===== src/rtl/core/qdt_pkg.sv =====
`timescale 1ns / 1ps
`default_nettype none
// ---------------------------------------------------------------------------
// qdt_pkg
// Shared types, constants and helpers of the quadrature decoder with timing.
// ---------------------------------------------------------------------------
package qdt_pkg;

	// Timing input
	localparam int TIME_BITS      = 28;
	localparam int DEBOUNCE_TICKS = 0;
	localparam int ELAPSED_W      = 28;
	// Wide enough for the masked elapsed value plus the largest debounce offset
	localparam int TICK_W         = ((TIME_BITS > 10) ? TIME_BITS : 10) + 1;

	// Stream widths
	localparam int IN_W  = 32;
	localparam int OUT_W = 168;

	// Register file
	localparam int  PADDR_W              = 3;
	localparam logic REG_COUNT_EVERY_STEP = 1'b0;

	// Queue between front and back
	localparam int QDEPTH  = 2;
	localparam int QPTR_W  = (QDEPTH > 1) ? $clog2(QDEPTH) : 1;
	localparam int QCNT_W  = $clog2(QDEPTH + 1);

	localparam logic [30:0] SAT31 = 31'h7FFF_FFFF;

	// Command codes
	typedef logic [1:0] cmd_t;
	localparam cmd_t CMD_TRANSITION = 2'd0;
	localparam cmd_t CMD_CAPTURE    = 2'd1;
	localparam cmd_t CMD_ZERO       = 2'd2;

	typedef enum logic [1:0] {
		DIR_NONE = 2'd0,
		DIR_UP   = 2'd1,
		DIR_DOWN = 2'd2
	} dir_t;

	// One classified transaction, as queued between front and back
	typedef struct packed {
		cmd_t              cmd;
		logic              step_up;
		logic              step_dn;
		logic              detent;
		logic              dir_wr;
		dir_t              dir_val;
		logic              lvl_a;
		logic              lvl_b;
		logic [TICK_W-1:0] ticks;
	} op_t;

	typedef struct packed {
		logic empty;
		logic full;
	} q_stat_t;

	// Phase numbering: 0 (0,0), 1 (1,0), 2 (1,1), 3 (0,1)
	function automatic logic [1:0] phase_of(input logic a, input logic b);
		logic [1:0] ph;
		if (!a) begin
			ph = b ? 2'd3 : 2'd0;
		end else begin
			ph = b ? 2'd2 : 2'd1;
		end
		return ph;
	endfunction

endpackage
`default_nettype wire


===== src/rtl/core/qdt_front.sv =====
`timescale 1ns / 1ps
`default_nettype none
// ---------------------------------------------------------------------------
// qdt_front
// Accepts input transactions and classifies each Gray transition.
// ---------------------------------------------------------------------------
module qdt_front (
	input  wire logic                        s_tvalid,
	output logic                             s_tready,
	input  wire logic [qdt_pkg::IN_W-1:0]    s_tdata,   // prev_a, prev_b, new_a, new_b, elapsed
	input  wire qdt_pkg::cmd_t               s_tuser,   // command
	input  wire qdt_pkg::q_stat_t            q_stat,
	output logic                             push,
	output qdt_pkg::op_t                     op
);

	logic                          prev_a, prev_b, new_a, new_b;
	logic [qdt_pkg::ELAPSED_W-1:0] elapsed;
	logic [1:0]                    ph_from, ph_to;
	logic                          is_tr;

	assign prev_a  = s_tdata[0];
	assign prev_b  = s_tdata[1];
	assign new_a   = s_tdata[2];
	assign new_b   = s_tdata[3];
	assign elapsed = s_tdata[31:4];

	assign s_tready = !q_stat.full;
	assign push     = s_tvalid && s_tready;

	assign ph_from = qdt_pkg::phase_of(prev_a, prev_b);
	assign ph_to   = qdt_pkg::phase_of(new_a, new_b);
	assign is_tr   = (s_tuser == qdt_pkg::CMD_TRANSITION);

	always_comb begin
		op         = '0;
		op.cmd     = s_tuser;
		op.lvl_a   = new_a;
		op.lvl_b   = new_b;
		op.ticks   = qdt_pkg::TICK_W'(elapsed[qdt_pkg::TIME_BITS-1:0])
			+ qdt_pkg::TICK_W'(qdt_pkg::DEBOUNCE_TICKS);
		op.dir_val = qdt_pkg::DIR_NONE;
		if (is_tr) begin
			op.step_up = (ph_to == 2'(ph_from + 2'd1));
			op.step_dn = (ph_to == 2'(ph_from - 2'd1));
			// Detent completes entering phase 2 from either side
			op.detent  = (ph_to == 2'd2) && (ph_from == 2'd1 || ph_from == 2'd3);
			if (op.detent) begin
				op.dir_wr  = 1'b1;
				op.dir_val = qdt_pkg::DIR_NONE;
			end else if (ph_from == 2'd2 && ph_to == 2'd3) begin
				op.dir_wr  = 1'b1;
				op.dir_val = qdt_pkg::DIR_UP;
			end else if (ph_from == 2'd2 && ph_to == 2'd1) begin
				op.dir_wr  = 1'b1;
				op.dir_val = qdt_pkg::DIR_DOWN;
			end
		end
	end

endmodule
`default_nettype wire


===== src/rtl/core/qdt_queue.sv =====
`timescale 1ns / 1ps
`default_nettype none
// ---------------------------------------------------------------------------
// qdt_queue
// Short first-in first-out queue of classified transactions.
// ---------------------------------------------------------------------------
module qdt_queue (
	input  wire logic              clk,
	input  wire logic              arst_n,
	input  wire logic              push,
	input  wire qdt_pkg::op_t      din,
	input  wire logic              pop,
	output qdt_pkg::op_t           dout,
	output qdt_pkg::q_stat_t       q_stat
);

	qdt_pkg::op_t                  store_q [qdt_pkg::QDEPTH];
	logic [qdt_pkg::QPTR_W-1:0]    wr_ptr_q, rd_ptr_q;
	logic [qdt_pkg::QCNT_W-1:0]    count_q;

	assign q_stat.empty = (count_q == '0);
	assign q_stat.full  = (count_q == qdt_pkg::QCNT_W'(qdt_pkg::QDEPTH));
	assign dout         = store_q[rd_ptr_q];

	function automatic logic [qdt_pkg::QPTR_W-1:0] next_ptr(
		input logic [qdt_pkg::QPTR_W-1:0] p);
		logic [qdt_pkg::QPTR_W-1:0] n;
		if (p == qdt_pkg::QPTR_W'(qdt_pkg::QDEPTH - 1)) begin
			n = '0;
		end else begin
			n = p + 1'b1;
		end
		return n;
	endfunction

	always_ff @(posedge clk) begin
		if (push) begin
			store_q[wr_ptr_q] <= din;
		end
	end

	always_ff @(posedge clk or negedge arst_n) begin
		if (!arst_n) begin
			wr_ptr_q <= '0;
			rd_ptr_q <= '0;
			count_q  <= '0;
		end else begin
			if (push) begin
				wr_ptr_q <= next_ptr(wr_ptr_q);
			end
			if (pop) begin
				rd_ptr_q <= next_ptr(rd_ptr_q);
			end
			if (push && !pop) begin
				count_q <= count_q + 1'b1;
			end else if (pop && !push) begin
				count_q <= count_q - 1'b1;
			end
		end
	end

endmodule
`default_nettype wire


===== src/rtl/core/qdt_back.sv =====
`timescale 1ns / 1ps
`default_nettype none
// ---------------------------------------------------------------------------
// qdt_back
// Applies queued transactions to the counter state and registers results.
// ---------------------------------------------------------------------------
module qdt_back (
	input  wire logic                      clk,
	input  wire logic                      arst_n,
	input  wire logic                      count_every_step,
	input  wire qdt_pkg::op_t              op,
	input  wire logic                      op_valid,
	output logic                           pop,
	output logic                           m_tvalid,
	input  wire logic                      m_tready,
	output logic [qdt_pkg::OUT_W-1:0]      m_tdata
);

	logic [31:0]   step_q, zero_q, capt_q, intv_q;
	logic [30:0]   win_q, pend_q;
	qdt_pkg::dir_t dir_q;
	logic [1:0]    lvl_q;

	logic [31:0]   step_n, zero_n, capt_n, intv_n;
	logic [30:0]   win_n, pend_n;
	qdt_pkg::dir_t dir_n;
	logic [1:0]    lvl_n;

	logic          out_valid_q;
	logic [qdt_pkg::OUT_W-1:0] out_data_q;

	logic          advance;
	logic [31:0]   pend_sum, win_sum;
	logic [30:0]   t_x1, t, win_sat;
	logic          counted;
	logic [31:0]   change;
	logic [30:0]   wtime;
	logic          rate_valid;

	assign advance  = !out_valid_q || m_tready;
	assign pop      = op_valid && advance;
	assign m_tvalid = out_valid_q;
	assign m_tdata  = out_data_q;

	// Step time: x1 mode folds in the ticks of skipped steps
	assign pend_sum = {1'b0, pend_q} + 32'(op.ticks);
	assign t_x1     = (pend_sum > {1'b0, qdt_pkg::SAT31}) ? qdt_pkg::SAT31 : pend_sum[30:0];
	assign t        = count_every_step ? 31'(op.ticks) : t_x1;
	assign win_sum  = {1'b0, win_q} + {1'b0, t};
	assign win_sat  = (win_sum > {1'b0, qdt_pkg::SAT31}) ? qdt_pkg::SAT31 : win_sum[30:0];

	always_comb begin
		if (count_every_step) begin
			counted = op.step_up || op.step_dn;
		end else begin
			counted = op.detent && ((op.step_up && dir_q == qdt_pkg::DIR_UP) ||
				(op.step_dn && dir_q == qdt_pkg::DIR_DOWN));
		end
	end

	always_comb begin
		step_n     = step_q;
		zero_n     = zero_q;
		capt_n     = capt_q;
		intv_n     = intv_q;
		win_n      = win_q;
		pend_n     = pend_q;
		dir_n      = dir_q;
		lvl_n      = lvl_q;
		change     = '0;
		wtime      = win_q;
		rate_valid = 1'b0;
		case (op.cmd)
			qdt_pkg::CMD_TRANSITION: begin
				lvl_n = {op.lvl_a, op.lvl_b};
				if (!count_every_step) begin
					pend_n = t;
				end
				if (counted) begin
					step_n = op.step_up ? step_q + 32'd1 : step_q - 32'd1;
					intv_n = op.step_up ? {1'b0, t} : 32'd0 - {1'b0, t};
					pend_n = '0;
					win_n  = win_sat;
				end
				if (op.dir_wr) begin
					dir_n = op.dir_val;
				end
				wtime = win_n;
			end
			qdt_pkg::CMD_CAPTURE: begin
				win_n      = '0;
				change     = step_q - capt_q;
				capt_n     = step_q;
				rate_valid = (change != 32'd0) && (win_q != qdt_pkg::SAT31);
			end
			qdt_pkg::CMD_ZERO: begin
				zero_n = step_q;
			end
			default: begin
				// Unused code: report state, change nothing
			end
		endcase
	end

	always_ff @(posedge clk or negedge arst_n) begin
		if (!arst_n) begin
			step_q      <= '0;
			zero_q      <= '0;
			capt_q      <= '0;
			intv_q      <= '0;
			win_q       <= '0;
			pend_q      <= '0;
			dir_q       <= qdt_pkg::DIR_NONE;
			lvl_q       <= '0;
			out_valid_q <= 1'b0;
		end else begin
			if (pop) begin
				step_q <= step_n;
				zero_q <= zero_n;
				capt_q <= capt_n;
				intv_q <= intv_n;
				win_q  <= win_n;
				pend_q <= pend_n;
				dir_q  <= dir_n;
				lvl_q  <= lvl_n;
			end
			if (advance) begin
				out_valid_q <= op_valid;
			end
		end
	end

	always_ff @(posedge clk) begin
		if (pop) begin
			out_data_q <= {6'd0, lvl_n[0], lvl_n[1], intv_n, rate_valid, wtime,
				change, step_n, step_n - zero_n};
		end
	end

endmodule
`default_nettype wire


===== src/rtl/core/quadrature_decoder_with_timing.sv =====
`timescale 1ns / 1ps
`default_nettype none
// ---------------------------------------------------------------------------
// quadrature_decoder_with_timing
// Quadrature step counter with x4/x1 modes, step timing and window capture.
// ---------------------------------------------------------------------------
// Usage:
//   Input stream (s_*): one transaction per transition report, capture or
//   zero command; s_tuser carries the command, s_tdata the A/B levels before
//   and after the transition and the elapsed sampler ticks.
//   Output stream (m_*): exactly one result per input transaction, in order:
//   position, raw count, count change, window time, rate flag, last
//   interval and the current A/B levels.
//   APB port: register 0 (byte address 0) is count_every_step; 1 selects x4
//   counting, 0 one count per detent. Write it only while the block is idle.
// Timing:
//   An accepted transaction enters a two-entry queue; the back end applies it
//   once the output register is free and registers the result, raising m_tvalid.
//   Sustained rate is one transaction per cycle while m_tready is high, set by
//   the combinational state update of the back end (two saturating adds in series).
// Reset:
//   All counts, the window, the direction latch and the levels clear to zero;
//   the mode register clears to x1 counting. No clearing pass is needed.
// Back-pressure:
//   The output register holds while m_tready is low; the queue then fills and
//   s_tready drops once both entries are taken.
// ---------------------------------------------------------------------------
module quadrature_decoder_with_timing (
	input  wire logic                          clk,
	input  wire logic                          arst_n,
	// Input stream
	input  wire logic                          s_tvalid,
	output logic                               s_tready,
	input  wire logic [qdt_pkg::IN_W-1:0]      s_tdata,   // prev_a, prev_b, new_a, new_b, elapsed[27:0]
	input  wire logic [1:0]                    s_tuser,   // command
	// Output stream
	output logic                               m_tvalid,
	input  wire logic                          m_tready,
	output logic [qdt_pkg::OUT_W-1:0]          m_tdata,   // position, raw_count, count_delta,
	                                                      // window_time[30:0], rate_valid,
	                                                      // last_interval, level_a, level_b, pad
	// Configuration
	input  wire logic                          psel,
	input  wire logic                          penable,
	input  wire logic                          pwrite,
	input  wire logic [qdt_pkg::PADDR_W-1:0]   paddr,
	input  wire logic [31:0]                   pwdata,
	output logic [31:0]                        prdata,
	output logic                               pready
);

	logic             count_every_step_q;
	logic             cfg_wr;
	logic             push, pop;
	qdt_pkg::op_t     op_in, op_out;
	qdt_pkg::q_stat_t q_stat;

	// Register access: word index taken from paddr[2]
	assign pready = 1'b1;
	assign cfg_wr = psel && penable && pwrite && pready &&
		(paddr[2] == qdt_pkg::REG_COUNT_EVERY_STEP);
	assign prdata = (paddr[2] == qdt_pkg::REG_COUNT_EVERY_STEP) ?
		{31'd0, count_every_step_q} : 32'd0;

	always_ff @(posedge clk or negedge arst_n) begin
		if (!arst_n) begin
			count_every_step_q <= 1'b0;
		end else if (cfg_wr) begin
			count_every_step_q <= pwdata[0];
		end
	end

	// Front: accept and classify each transaction
	qdt_front u_front (
		.s_tvalid (s_tvalid),
		.s_tready (s_tready),
		.s_tdata  (s_tdata),
		.s_tuser  (s_tuser),
		.q_stat   (q_stat),
		.push     (push),
		.op       (op_in)
	);

	// Queue: decouple acceptance from the state update
	qdt_queue u_queue (
		.clk    (clk),
		.arst_n (arst_n),
		.push   (push),
		.din    (op_in),
		.pop    (pop),
		.dout   (op_out),
		.q_stat (q_stat)
	);

	// Back: update counters, timing and direction; hold the result
	qdt_back u_back (
		.clk              (clk),
		.arst_n           (arst_n),
		.count_every_step (count_every_step_q),
		.op               (op_out),
		.op_valid         (!q_stat.empty),
		.pop              (pop),
		.m_tvalid         (m_tvalid),
		.m_tready         (m_tready),
		.m_tdata          (m_tdata)
	);

	// A rate flag implies a nonzero change and an unsaturated window
	a_rate_flag: assert property (@(posedge clk) disable iff (!arst_n)
		(m_tvalid && m_tdata[127]) |->
		(m_tdata[95:64] != 32'd0 && m_tdata[126:96] != qdt_pkg::SAT31))
		else $error("rate_valid set with zero change or saturated window");

	// A queued transaction reaches the output once the output register is free
	a_drain: assert property (@(posedge clk) disable iff (!arst_n)
		(!q_stat.empty && (!m_tvalid || m_tready)) |=> m_tvalid)
		else $error("queued transaction not delivered to output register");

	// The queue never accepts while full
	a_no_overflow: assert property (@(posedge clk) disable iff (!arst_n)
		q_stat.full |-> !push)
		else $error("push into a full queue");

endmodule
`default_nettype wire


===== config.mk =====
export PLATFORM = sky130hd
export DESIGN_NAME = quadrature_decoder_with_timing
export DESIGN_NICKNAME = d
export VERILOG_FILES = /design/src/rtl/core/qdt_pkg.sv /design/src/rtl/core/qdt_front.sv /design/src/rtl/core/qdt_queue.sv /design/src/rtl/core/qdt_back.sv /design/src/rtl/core/quadrature_decoder_with_timing.sv
export SDC_FILE = /design/constraint.sdc
export NUM_CORES = 1
export LEC_CHECK = 0
export BUFFER_PORTS_ARGS = -buffer_cell sky130_fd_sc_hd__buf_2
export CORE_AREA = 2 2 263 265
export CTS_BUF_LIST = sky130_fd_sc_hd__clkbuf_16
export DETAILED_ROUTE_END_ITERATION = 10
export DIE_AREA = 0 0 265 267
export PLACE_DENSITY = 0.63
export SYNTH_ARGS = -nofsm -noshare
export SYNTH_HDL_FRONTEND = slang
export SYNTH_HIERARCHICAL = 1
export SYNTH_SLANG_ARGS = --single-unit

===== constraint.sdc =====
create_clock -name clk -period 9.6 [get_ports clk]
set_input_delay 1.92 -clock clk [delete_from_list [all_inputs] [get_ports clk]]
set_output_delay 1.92 -clock clk [all_outputs]
set_load 0.02 [all_outputs]

==> impl_results.md <==
- Root Driver: clkbuf_16
- Die Span Y: 267 um
- Cells along the critical path: buf_4, mux2_2, ha_1, nand2_1, nor4_2, and4_1, nand4_2, a211oi_4, a21oi_1, nand2_1, ha_1, a21o_1, a21o_1, a21o_1, a221o_1, a31oi_1, o31ai_1, o21a_1, nor2_1, o21ai_0, o22a_1
- DR DRC count: 0
- CORE AREA: 68000 sq um
- Sequential-to-total area share from yosys stat: between 40 and 50%
- Hold_ws: 0.480 ns
- Gpl congestion: 0.940
- Setup violations, final: 0
- Wire per inst: approximately 19 um
- Postcts setup bufs: 0
- Die ar.: 70800 sq um
- Routed via count: roughly 21000
- Max-cap viol count: 0
- Layout fillers: about 6500
- Data required, critical path: between 9 and 10 ns
- Vias per cell: between 5 and 6
- Starting Density: 39.6%
- Initial antenna violation count: 4
- Critical path capture point type: flop
- Clock-pin slew on the worst setup and hold paths: 0.06 ns
- Synthesized cell area: 26900 sq um
- Most used DFF post-synth: edfxtp_1
- Crit Path Class: reg -> reg
- CTS Buf Count: 51
- H-tree depth: 2
- CP max stage cell: nor2_1
- Nets: between 3000 and 4000
- Cell count after synthesis: between 2000 and 3000
- I/O pin cnt: 279
- Post-DP HPWL: between 50 and 60 mm
- RSZ-0062 raised after global routing: no
- Largest net degree at the start of global routing: 94
- Drt initial violations: 1728
- Post-route antenna net violation count: 0
- Synth-to-Final Area Change: 12.6%
- Async S/R FF share, synth: 45.5%
- Worst slew margin: about a quarter
- CTS hold repair buffers: 0
- I/O Buffers: 207
- Startpoint types: flop
- Max Clock Skew: 0.0236 ns
- CTS tree: built
- Vias in the first global route: about 20000
- Final hold violation count: 0
- Hold/Removal Path Class: reg -> reg
- Design area: 30300 sq um
- Min cycle time layout: 7.30 ns
- Placement Cell Area: 28500 sq um
- Status: finished, final reports clean
- Final Max Slew Viols: 0
- Cell seen most often among critical-path stages: a21o_1
- Largest stage delay on the critical path: 0.72 ns
- Max frequency: about 140 MHz
- Clock sink total: 440
- GR Overflow Total: 0
- Yosys warns: 6
- DR pass1 iterations: 8
- First-pass GRT wire length: 113 mm
- Register bit total from synthesis: between 400 and 500
- Layout cells sized above 1: 15.6%
- Skew-Pair Late Insertion Delay: 0.61 ns
- Worst-path fanout max: 26
- Setup TNS: 0 ns
- Slew at the pin closest to its max-slew limit: 1.10 ns
- Arr. time, crit path: 7.64 ns
- Number of flops mapped to enable cells by yosys: 240
- Drt total wl: 73.0 mm
- Row count: 96
- CTS Buffer Depth: 3
- Chip width: between 200 and 300 um
- Gr usage total: 20.4%
- Syn Area/Cell: approximately 10 sq um
- Final period util: 76.0%
- Post-CTS Resized: 0
- Unique masters post-synth: 97
[cell type report]
class | instances | area [sq um] | share of cell area [%]
multi-input cells | 2057 | 13600 | 44.7
flip-flops and latches | 440 | 12200 | 40.3
clock buffers | 53 | 1330 | 4.38
repair buffers | 235 | 1250 | 4.14
well taps | 882 | 1100 | 3.64
clock inverters | 43 | 470 | 1.55
inverters | 97 | 372 | 1.23
diodes | 1 | 2.50 | 0.00826
[cell families after synthesis]
kind of cell / count (synthesis) / share of synthesized area [%]
compound gates: 766 / 18.0
xor+xnor: 152 / 4.95
fa+ha+maj: 166 / 7.86
buf+inv: 263 / 4.86
flops: 440 / 45.4
mux: 122 / 4.91
other cells: 4 / 0.0558
simple gates: 812 / 14.0
[synthesized netlist by cell type (all sizes together) (61+ instances only)]
cell,count,area (sq um)
nand2,366,1370
o21ai,260,1300
edfxtp,240,7210
dfrtp,200,5000
a21oi,182,937
nor2,182,683
ha,161,2010
inv,96,360
xnor2,91,797
buf,89,654
mux2,81,912
clkbuf,77,289
a21o,70,527
xor2,61,534
[through the flow]
stage	instances	setup WS [ns]	util (%)
2_1_floorplan	2760	1.41	-
3_3_place_gp	3711	2.35	41.9
3_5_place_dp	3711	2.40	41.9
4_1_cts	3807	2.34	44.6
5_1_grt	3807	1.67	44.6
6_report	3808	2.30	44.6
[routing by layer]
metal	up-vias	wire (um)	track usage [%]
met5	-	12	0
li1	10100	-	-
met1	9875	32200	27.5
met3	144	3980	2.81
met4	2	2700	7.31
met2	640	34200	33.7
[cells in the final DEF, fill, tap and decap left out, types with 31 or more instances in the layout]
cell type    n
xnor2_1     91
nor3_1      44
buf_2      206
ha_1       161
dfrtp_1    200
xor2_1      61
inv_1       97
edfxtp_1   240
a21o_1      69
mux2i_1     41
a31oi_1     31
nor2_1     180
o21ai_0    247
clkbuf_16   53
nand2b_1    34
nand2_1    363
o21a_1      32
a21oi_1    177
conb_1      39
mux2_2      80
nand3_1     36
[critical path, delay by kind of cell (launching register included)]
family | cells | cell delay, ns
compound gates | 11 | 2.89
simple gates | 6 | 2.17
fa+ha+maj | 2 | 0.84
mux | 1 | 0.42
flops | 1 | 0.34
buf+inv | 1 | 0.34
[registers in the layout (all words and copies together) (netlist names), 2 cells and up]
| register | cells |
|---|---|
| u_back/capt_q | 32 |
| u_back/zero_q | 32 |
| u_back/m_tdata | 162 |
| u_back/step_q | 32 |
| u_back/win_q | 31 |
| u_queue/count_q | 2 |
| u_back/dir_q | 2 |
| u_back/intv_q | 32 |
| u_back/pend_q | 31 |
| u_queue/store_q | 78 |
| u_back/lvl_q | 2 |
[worst paths after layout]
path                              startpoint                   to  slack (ns)  depth (start not counted)
max in group asynchronous             arst_n     u_back/capt_q[1]        6.87                          2
min in group asynchronous             arst_n   u_queue/count_q[1]        1.39                          1
max reg2reg                 u_queue/rd_ptr_q  u_back/m_tdata[107]        2.30                         21
min reg2reg                u_back/intv_q[26]    u_back/intv_q[26]        0.48                          2
min                        u_back/intv_q[26]    u_back/intv_q[26]        0.48                          2
max                         u_queue/rd_ptr_q  u_back/m_tdata[107]        2.30                         21
Power is left out: the tool's default activity adds up to more than one toggle a clock period on the data nets, which glitch-free logic cannot reach.
